`src/rtl/ostb_pkg.sv`:
```
// Package for the one-shot timer bank: sizes, command codes and constants.
package ostb_pkg;

	localparam int NUM_TIMERS = 8;
	localparam int TIDX_W = (NUM_TIMERS > 1) ? $clog2(NUM_TIMERS) : 1;
	localparam int MASK_W = 8;
	localparam int CMD_W = 2;
	localparam int INDEX_W = 3;
	localparam int TMO_W = 32;
	localparam int IN_DATA_W = 40;
	localparam int OUT_DATA_W = 16;

	localparam logic [CMD_W-1:0] CMD_TICK = 2'd0;
	localparam logic [CMD_W-1:0] CMD_START = 2'd1;
	localparam logic [CMD_W-1:0] CMD_CLEAR = 2'd2;

	localparam logic [TMO_W-1:0] CLEARED_TIMEOUT = 32'hFFFF_FFF0;

	typedef logic [TMO_W-1:0] tmr_word_t;

endpackage

```
`src/rtl/one_shot_soft_timer_bank_top.sv`:
```
// One-shot timer bank: start, clear and tick commands over a stream, one status word each.
// Start, clear and the unused code pass from acceptance to the done state, which loads the
// status word; a tick first walks all timers in the walk state, since one shared compare and
// increment unit walks the timers one per cycle. No new command is taken until the word is in
// the output register, and the done state holds while a shown word waits on m_tready.
// Reset stops every timer, clears all alarms and drops the output valid.
module one_shot_soft_timer_bank_top (
	input  logic                           clk,
	input  logic                           arst_n,
	input  logic                           s_tvalid,
	output logic                           s_tready,
	// timer_index [2:0], timeout_ticks [34:3], zero fill [39:35]
	input  logic [ostb_pkg::IN_DATA_W-1:0]  s_tdata,
	// command [1:0]
	input  logic [ostb_pkg::CMD_W-1:0]      s_tuser,
	output logic                           m_tvalid,
	input  logic                           m_tready,
	// alarm_mask [7:0], running_mask [15:8]
	output logic [ostb_pkg::OUT_DATA_W-1:0] m_tdata
);
	import ostb_pkg::*;

	localparam logic [1:0] ST_IDLE = 2'd0;
	localparam logic [1:0] ST_WALK = 2'd1;
	localparam logic [1:0] ST_DONE = 2'd2;

	logic [1:0]            state_q;
	logic [TIDX_W-1:0]     walk_q;
	logic [NUM_TIMERS-1:0] running_q;
	logic [NUM_TIMERS-1:0] alarm_q;
	tmr_word_t             count_q [NUM_TIMERS];
	tmr_word_t             limit_q [NUM_TIMERS];
	logic                  m_tvalid_q;
	logic [OUT_DATA_W-1:0] m_tdata_q;

	logic                  accept;
	logic [INDEX_W-1:0]    in_index;
	tmr_word_t             in_timeout;
	logic                  index_ok;
	logic [TIDX_W-1:0]     in_addr;
	tmr_word_t             cur_count;
	tmr_word_t             cur_limit;
	logic                  below;
	logic                  walk_last;
	logic                  out_free;
	logic [MASK_W-1:0]     alarm_mask;
	logic [MASK_W-1:0]     running_mask;

	assign s_tready   = (state_q == ST_IDLE);
	assign accept     = s_tvalid && s_tready;
	assign in_index   = s_tdata[INDEX_W-1:0];
	assign in_timeout = s_tdata[INDEX_W +: TMO_W];
	assign index_ok   = (32'(in_index) < NUM_TIMERS);
	assign in_addr    = TIDX_W'(32'(in_index));

	// shared unit: compare and increment of the timer under the walk pointer
	assign cur_count = count_q[walk_q];
	assign cur_limit = limit_q[walk_q];
	assign below     = (cur_count < cur_limit);
	assign walk_last = (walk_q == TIDX_W'(NUM_TIMERS - 1));
	assign out_free  = !m_tvalid_q || m_tready;

	genvar gi;
	generate
		for (gi = 0; gi < MASK_W; gi++) begin : g_mask
			if (gi < NUM_TIMERS) begin : g_on
				assign alarm_mask[gi]   = alarm_q[gi];
				assign running_mask[gi] = running_q[gi];
			end else begin : g_off
				assign alarm_mask[gi]   = 1'b0;
				assign running_mask[gi] = 1'b0;
			end
		end
	endgenerate

	always_ff @(posedge clk or negedge arst_n) begin
		if (!arst_n) begin
			state_q    <= ST_IDLE;
			walk_q     <= '0;
			running_q  <= '0;
			alarm_q    <= '0;
			m_tvalid_q <= 1'b0;
		end else begin
			if (state_q == ST_DONE && out_free) begin
				m_tvalid_q <= 1'b1;
			end else if (m_tvalid_q && m_tready) begin
				m_tvalid_q <= 1'b0;
			end
			unique case (state_q)
				ST_IDLE: begin
					if (accept) begin
						if (s_tuser == CMD_TICK) begin
							walk_q  <= '0;
							state_q <= ST_WALK;
						end else begin
							if (index_ok && s_tuser == CMD_START) begin
								alarm_q[in_addr]   <= 1'b0;
								running_q[in_addr] <= 1'b1;
							end else if (index_ok && s_tuser == CMD_CLEAR) begin
								alarm_q[in_addr]   <= 1'b0;
								running_q[in_addr] <= 1'b0;
							end
							state_q <= ST_DONE;
						end
					end
				end
				ST_WALK: begin
					if (running_q[walk_q]) begin
						if (below) begin
							alarm_q[walk_q] <= 1'b0;
						end else begin
							running_q[walk_q] <= 1'b0;
							alarm_q[walk_q]   <= 1'b1;
						end
					end
					if (walk_last) begin
						state_q <= ST_DONE;
					end else begin
						walk_q <= walk_q + 1'b1;
					end
				end
				ST_DONE: begin
					// hold until the output register is free
					if (out_free) begin
						state_q <= ST_IDLE;
					end
				end
				default: begin
					state_q <= ST_IDLE;
				end
			endcase
		end
	end

	always_ff @(posedge clk) begin
		if (accept && index_ok && s_tuser == CMD_START) begin
			count_q[in_addr] <= '0;
			limit_q[in_addr] <= in_timeout;
		end else if (accept && index_ok && s_tuser == CMD_CLEAR) begin
			count_q[in_addr] <= '0;
			limit_q[in_addr] <= CLEARED_TIMEOUT;
		end else if (state_q == ST_WALK && running_q[walk_q] && below) begin
			count_q[walk_q] <= cur_count + 1'b1;
		end
	end

	always_ff @(posedge clk) begin
		if (state_q == ST_DONE && out_free) begin
			m_tdata_q <= {running_mask, alarm_mask};
		end
	end

	assign m_tvalid = m_tvalid_q;
	assign m_tdata  = m_tdata_q;

endmodule
```
`config.mk`:
```
export PLATFORM = sky130hd
export DESIGN_NAME = one_shot_soft_timer_bank_top
export DESIGN_NICKNAME = d
export VERILOG_FILES = /design/src/rtl/ostb_pkg.sv /design/src/rtl/one_shot_soft_timer_bank_top.sv
export SDC_FILE = /design/constraint.sdc
export NUM_CORES = 1
export LEC_CHECK = 0
export BUFFER_PORTS_ARGS = -buffer_cell sky130_fd_sc_hd__buf_2
export CAP_MARGIN = 20
export CORE_MARGIN = 2
export CORE_UTILIZATION = 55
export CTS_BUF_LIST = sky130_fd_sc_hd__clkbuf_8
export CTS_CLUSTER_DIAMETER = 150
export CTS_CLUSTER_SIZE = 14
export DETAILED_ROUTE_END_ITERATION = 8
export GPL_TIMING_DRIVEN = 1
export PLACE_DENSITY_LB_ADDON = 0.2
export SETUP_SLACK_MARGIN = 0.3
export SKIP_LAST_GASP = 1
export SLEW_MARGIN = 20
export SYNTH_ARGS = -nofsm -noshare
export SYNTH_HDL_FRONTEND = slang
export SYNTH_SLANG_ARGS = --single-unit
```
`constraint.sdc`:
```
create_clock -name clk -period 18.86 [get_ports clk]
set_clock_uncertainty 0.05 [all_clocks]
set_input_delay 3.772 -clock clk [delete_from_list [all_inputs] [get_ports clk]]
set_output_delay 3.772 -clock clk [all_outputs]
set_load 0.01 [all_outputs]
```
==> metrics.cfg, run 1 <==
[pwr]
power.density_nw_per_um2 = 137
power.total_w = 0.00332
ir_worst_vdd_mv = 0.0757
p_leak_nw = 8.04
seqPwrFrac_pct = 46.8
switching_power_w = 0.00119
combPwrFrac_pct = 35.3
internal_power_w = 0.00213
p_sw_share_pct = 35.9
clkPwrFrac_pct = 17.8

[global_routing]
grt_antenna_before_repair = 1
first_global_vias = 13000
grt_pass1_wl_mm = 80.2
grt_max_degree = 54
overflow = 0
track_usage_pct = 24.7

[clocking]
clock_sinks = 550
ctsHoldBuffers = 0
post_cts_resize_count = 0
cts_tree = built
clk_path_buf_depth = 3
numCtsBuffers = 45
htree_levels = 2
clk_latency_ns = 0.64
cts_setup_buffers = 0
path_clk_slew_ns = 0.09
clockRootBuffer = clkbuf_8

[critical_path]
cpPeakStageDelay_ns = 0.85
rr_worst_depth = 15
startpoint_type = register
crit_type = register to register
cp_slowest_cell = dfrtp_4
crit_fanout = 53
r2r_slack_ns = 12.18
arrival_ns = 6.90
cp_num_buf_inv = 3
crit_path_frequent_cell = buf_4
required_ns = 19.08
rr_endpoint = count_q[5][10]
end_kind = register
path_cells = buf_4 > nor3b_2 > buf_4 > a22o_1 > a221oi_1 > and3_1 > ha_1 > o21ai_0 > o21ai_0 > a221o_1 > a221o_1 > nor3_2 > nand2_1 > o22ai_4 > buf_4
crit_family = buffers and inverters
r2r_start = walk_q[1]

[timing]
rsz0062_at_grt = false
finalMaxSlewViolations = 0
finalHoldViolCount = 0
final.min_clock_period_ns = 6.68
setup_violations = 0
fmax_ghz = 0.150
setup_tns_ns = 0
slew_headroom_pct = 31.8
fin_crit_sh_pct = 35.4
whs_ns = 0.409
worstMarginPinSlew_ns = 1.02

[drt]
wl_mm = 52.6
routed-wl-met3_mm = 3.81
firstDrtPassIters = 5
num_vias = 12700
drc = 0
drt_iter0_markers = 1280
met2_length_mm = 24.9
met1Wirelength_mm = 22.7
top_layer = met4
route.detailed.wl_per_inst_um = 26.3
viasPerCell = 6.36
ant_nets = 0

[layout]
drive_above_1_share_pct = 15.4
seq_area_um2 = 16400
final_common_cell = edfxtp_1
final_cell_mix = 528 x edfxtp_1, 87 x nand2_1, 74 x a22oi_1
area_growth_pct = 7.04
nFillCells = 3024
num-nets-final = 1526
multiInputGateArea_um2 = 5880

[floorplanning]
ioPinCount = 64
fp.dieH_um = 207
core_area_um2 = 40800
die_w_um = 207
dieArea_um2 = 42900
num_rows = 74
initial_core_util_pct = 55.6

[min_path]
min_to = m_tdata[4]
hold_depth = 0
hp-class = register to register

[yosys]
syn_avg_cell_area_um2 = 16.4
synth.yosys.seq_area_share_pct = 72.2
mappedNetlistNets = 1462
synth_area_um2 = 22700
yosys.area.top_type_share_pct = 69.8
yosysTopAreaCell = edfxtp_1
ys_types = 85
async_flop_share_pct = 4.00
netlist_instances = 1382
synth_edf_count = 528
synth_seq_cells = 550
yosysWarnings = 0
synth_ff_type = edfxtp_1
ys_top_cells_by_area = edfxtp_1 70%, a22oi_1 2.4%, dfrtp_1 2.4%, mux4_2 2.4%, mux2i_1 2.0%

[placement]
dp_hpwl_mm = 29.5
port_buffers = 58
place.gp.congestion = 0.820

[flow_run]
drv_cap = 0

[outcome]
status = finished, final reports clean

-- logic make-up (layout without fill, tap and decap cells) --
group	after synthesis	count (layout)	synth area share [%]
compound gates	278	278	9.51
xor+xnor	7	7	0.270
other cells	0	1	0
buf+inv	100	183	2.32
flops	550	550	72.2
mux	94	94	6.02
simple gates	319	319	7.77
fa+ha+maj	34	34	1.87
-- Yosys cell counts (all sizes together) (9+ instances only) --
master  number
nand3       12
clkbuf      33
a221oi      47
nand2b      44
nor2        43
a22oi       74
mux4        30
a21o         9
inv         25
o221ai      12
buf         41
edfxtp     528
a21oi       29
nor4        12
dfrtp       22
nand2       88
ha          34
mux2        19
mux2i       45
nor2b       12
and2        14
nor3        14
nand4       11
a22o        37
and3        32
o21ai       25
-- routing by layer --
metal	track usage, %	vias to the layer above
li1	-	5653
met1	35.8	6484
met2	39.5	483
met3	3.57	90
met4	7.41	0
met5	0	-
-- worst max path at each step --
stage | start | endpoint | slack [ns] | depth (start not counted)
2_1_floorplan | s_tdata[2] | count_q[1][0] | 11.99 | 3
3_3_place_gp | walk_q[1] | count_q[5][12] | 12.33 | 14
3_5_place_dp | walk_q[1] | count_q[5][0] | 12.27 | 15
4_1_cts | walk_q[1] | count_q[5][10] | 12.25 | 14
5_1_grt | walk_q[1] | count_q[4][19] | 11.81 | 13
6_report | walk_q[1] | count_q[5][10] | 12.18 | 15
-- power groups by stage --
stage                     sequential [W]  clock [W]  combinational [W]
after floorplan                  0.00154          0           0.000831
after global placement           0.00158          0            0.00112
after CTS                        0.00156   0.000604            0.00116
after global routing             0.00157   0.000647            0.00128
after detailed placement         0.00158          0            0.00116
final                            0.00155   0.000593            0.00117
-- area by class of cell --
cell class	instances	share of cell area, %
inverter	26	0.401
sequential	550	67.5
tap	532	2.74
clock buffer	45	2.55
antenna	1	0.0103
clock inverter	21	0.386
timing repair buffer	91	2.21
multi-input combinational	732	24.2
-- stage by stage --
stage	cell area (um2)	utilization [%]	instances	setup WS [ns]
floorplan	22700	-	1382	11.99
global placement	23600	57.8	1931	12.33
detailed placement	23600	57.8	1931	12.27
CTS	24300	59.5	1997	12.25
global route	24300	59.5	1997	11.81
finish	24300	59.5	1998	12.18
-- registers in the layout (all words and copies together) (netlist names), named ones only --
| name | count |
|---|---|
| m_tdata | 16 |
| limit_q | 256 |
| m_tvalid | 1 |
| walk_q | 3 |
| state_q | 2 |
| count_q | 256 |
-- worst reg2reg max path, stage by stage (launching register included) --
cell	delay (ns)
dfrtp_4	0.85
buf_4	0.76
nor3b_2	0.33
buf_4	0.52
a22o_1	0.29
a221oi_1	0.05
and3_1	0.24
ha_1	0.29
o21ai_0	0.16
o21ai_0	0.09
a221o_1	0.33
a221o_1	0.41
nor3_2	0.31
nand2_1	0.66
o22ai_4	0.40
buf_4	0.54
Note: power is estimated with default switching activity, not from simulation.
==> inputs of run 2 (changes only) <==
--- a/config.mk
+++ b/config.mk
@@ -5,6 +5,7 @@
 export SDC_FILE = /design/constraint.sdc
 export NUM_CORES = 1
 export LEC_CHECK = 0
+export ABC_AREA = 1
 export BUFFER_PORTS_ARGS = -buffer_cell sky130_fd_sc_hd__buf_2
 export CAP_MARGIN = 20
 export CORE_MARGIN = 2
==> constraint.sdc (replaced) <==
create_clock -name clk -period 5.4 [get_ports clk]
set_clock_uncertainty 0.05 [all_clocks]
set_input_delay 1.08 -clock clk [delete_from_list [all_inputs] [get_ports clk]]
set_output_delay 1.08 -clock clk [all_outputs]
set_load 0.01 [all_outputs]
==> metrics.cfg, run 2 <==
[yosys]
async_flop_share_pct = 4.00  ; unchanged
synth.yosys.seq_area_share_pct = 72.0  ; -0.27 points
yosysWarnings = 0  ; unchanged
synth_edf_count = 528  ; unchanged
synth_common_cells = 528 x edfxtp_1, 363 x nand2_1, 133 x inv_1
yosys.area.top_type_share_pct = 69.5  ; -0.26 points
synth_most_common_cell = edfxtp_1
mappedNetlistNets = 1806  ; +24%
yosysTopAreaCell = edfxtp_1
synth_area_um2 = 22800  ; +0.37%
ys_types = 49  ; -42%
syn_avg_cell_area_um2 = 13.2  ; -20%
ys_top_cells_by_area = edfxtp_1 70%, nand2_1 6.0%, dfrtp_1 2.4%, inv_1 2.2%, a221oi_1 2.1%
netlist_instances = 1726  ; +25%
synth_ff_type = edfxtp_1
synth_seq_cells = 550  ; unchanged

[critical_path]
crit_path_frequent_cell = nand2_1
r2r_slack_ns = 0.55  ; -11.63 ns
r2r_start = walk_q[1]
startpoint_type = register
path_cells = inv_2 > nand2_2 > nor2_4 > buf_4 > nand2_1 > nand2_1 > a221oi_1 > nand2_1 > ha_1 > nand2_1 > nor2_1 > a211oi_1 > o221ai_1 > a21oi_2 > nand3_4 > nand2_1 > nand3_2 > nor2_4 > buf_12
rr_worst_depth = 19  ; +4
cp_num_buf_inv = 3  ; unchanged
crit_fanout = 14  ; -74%
required_ns = 5.69  ; -13.39 ns
end_kind = register
rr_endpoint = count_q[4][15]
cpPeakStageDelay_ns = 0.54  ; -0.31 ns
arrival_ns = 5.14  ; -1.76 ns
cp_slowest_cell = nor2_4
crit_family = simple AND/OR/NAND/NOR gates
crit_type = register to register

[timing]
worstMarginPinSlew_ns = 0.910  ; -0.110 ns
setup_tns_ns = 0  ; unchanged
slew_headroom_pct = 39.2  ; +7.3 points
fin_crit_sh_pct = 89.8  ; +54 points
finalHoldViolCount = 0  ; unchanged
whs_ns = 0.340  ; -0.0692 ns
finalMaxSlewViolations = 0  ; unchanged
fin_ws_ns = 0.548  ; -11.63 ns
rsz0062_at_grt = false
fmax_ghz = 0.206  ; +38%
setup_violations = 0  ; unchanged
final.min_clock_period_ns = 4.85  ; -1.83 ns

[placement]
port_buffers = 58  ; unchanged
place.gp.congestion = 0.926  ; +13%
dpl_worst_slack_ns = 0.464  ; -11.81 ns
place_inst = 2322  ; +20%
dp_hpwl_mm = 34.7  ; +18%

[clocking]
numCtsBuffers = 45  ; unchanged
clk_path_buf_depth = 3  ; unchanged
clock_sinks = 550  ; unchanged
cts_tree = built
clk_latency_ns = 0.65  ; about the same
clockRootBuffer = clkbuf_8
htree_levels = 2  ; unchanged
ctsHoldBuffers = 0  ; unchanged
path_clk_slew_ns = 0.10  ; about the same

[pwr]
p_leak_nw = 9.07  ; +13%
power.density_nw_per_um2 = 341  ; +150%
ir_worst_vdd_mv = 0.227  ; +200%

[drt]
wl_mm = 54.6  ; +3.8%
firstDrtPassIters = 5  ; unchanged
route.detailed.wl_per_inst_um = 22.9  ; -13%
drt_iter0_markers = 1404  ; +9.7%
num_vias = 14200  ; +12%
ant_nets = 0  ; unchanged
drc = 0  ; unchanged
viasPerCell = 5.94  ; -6.6%

[global_routing]
use_met3_pct = 4.49  ; +0.92 points
track_usage_pct = 25.5  ; +0.71 points
globalRouteMet1Util_pct = 36.8  ; +0.99 points
grt_antenna_before_repair = 0  ; -1
overflow = 0  ; unchanged
top_usage_layer = met2
grt_max_degree = 33  ; -39%
grt_use_met2_pct = 40.5  ; +1.0 points
first_global_vias = 13700  ; +6.0%
grt_pass1_wl_mm = 82.8  ; +3.2%

[min_path]
hp-class = input pin to asynchronous set/reset pin

[layout]
antennaDiodeCount = 0  ; -1
fin_util_pct = 61.2  ; +1.6 points
drive_above_1_share_pct = 15.1  ; -0.28 points
final_cell_mix = 528 x edfxtp_1, 363 x nand2_1, 150 x inv_1
final_common_cell = edfxtp_1
area_growth_pct = 9.53
final_cells = 2387  ; +19%
nFillCells = 3084  ; +2.0%
num-nets-final = 1917  ; +26%

[floorplanning]
core_area_um2 = 40800  ; unchanged
dieArea_um2 = 43100  ; +0.37%
fp.dieH_um = 208  ; +0.18%
num_rows = 74  ; unchanged
initial_core_util_pct = 55.8  ; +0.21 points
ioPinCount = 64  ; unchanged
die_w_um = 208  ; +0.18%

[outcome]
status = finished, final reports clean

[flow_run]
drv_cap = 0  ; unchanged

## run 2: cell types whose count changed after synthesis, sizes merged, moves of 26 or more
cell	delta
nand4	+40
mux4	-30
or2	+26
and3	-27
nand2	+289
nor2	+95
nand3	+50
mux2i	-45
inv	+115
nand2b	-44
## run 2: what timing repair did
item / CTS / global route
endpoints found under the setup margin: 0 / 271
setup buffers: 0 / 0
gates resized for setup: 0 / 4
endpoints found under the hold margin: 0 / 0
## run 2: worst max-delay path by stage
stage | start | to | cells after the start
2_1_floorplan | walk_q[0] | count_q[4][0] | 21
3_3_place_gp | walk_q[2] | count_q[4][6] | 17
3_5_place_dp | walk_q[2] | count_q[2][5] | 15
4_1_cts | walk_q[2] | count_q[1][5] | 15
5_1_grt | walk_q[2] | count_q[4][15] | 19
6_report | walk_q[1] | count_q[4][15] | 19
## run 2: power by group
part,total (W),leakage (nW),switching (W),internal (W)
clock network,0.00208,0.420,0.00131,0.000772
registers,0.00493,5.42,0.0000661,0.00486
logic,0.00150,3.23,0.00105,0.000455
total,0.00851,9.07,0.00242,0.00609
## run 2: cells by family (layout without fill, tap and decap cells)
group / count (synthesis) / after routing / share of synthesized area, %
AO/OA/AOI/OAI: 253 / 253 / 8.28
flip-flops: 550 / 550 / 72.0
adder cells (fa/ha/maj): 34 / 34 / 1.87
AND/OR/NAND/NOR: 678 / 678 / 13.6
XOR/XNOR: 9 / 9 / 0.346
buffers and inverters: 202 / 331 / 3.97
## run 2: stage by stage
| stage | area, um2 | power [W] |
|---|---|---|
| 2_1_floorplan | 22800 | 0.00594 |
| 4_1_cts | 25000 | 0.00853 |
| 6_report | 25000 | 0.00851 |
| 5_1_grt | 25000 | 0.00886 |
| 3_5_place_dp | 24200 | 0.00652 |
| 3_3_place_gp | 24200 | 0.00648 |
## run 2: cell type report
| class | instances | area, um2 | area share, % |
|---|---|---|---|
| Timing Repair Buffer | 125 | 1030 | 4.13 |
| Inverter | 141 | 537 | 2.15 |
| Tap cell | 532 | 666 | 2.67 |
| Sequential cell | 550 | 16400 | 65.7 |
| Clock buffer | 45 | 619 | 2.48 |
| Clock inverter | 20 | 90.1 | 0.361 |
| Multi-Input combinational cell | 974 | 5620 | 22.5 |
## run 2: metal layers
| metal | routed length [um] | part of all wire (%) | up-vias |
|---|---|---|---|
| met5 | 0 | 0 | - |
| met4 | 1230 | 2.3 | 0 |
| met3 | 4540 | 8.3 | 89 |
| met2 | 25500 | 47 | 624 |
| met1 | 23300 | 43 | 6978 |
| li1 | - | - | 6494 |
## run 2: worst reg2reg max path, delay by kind of cell (launching register included)
| kind | cells | cell delay [ns] |
|---|---|---|
| and+or+nand+nor | 11 | 2.19 |
| buffers and inverters | 3 | 0.74 |
| DFF | 1 | 0.53 |
| adders and majority gates | 1 | 0.31 |
| AOI/OAI and AO/OA | 4 | 0.72 |
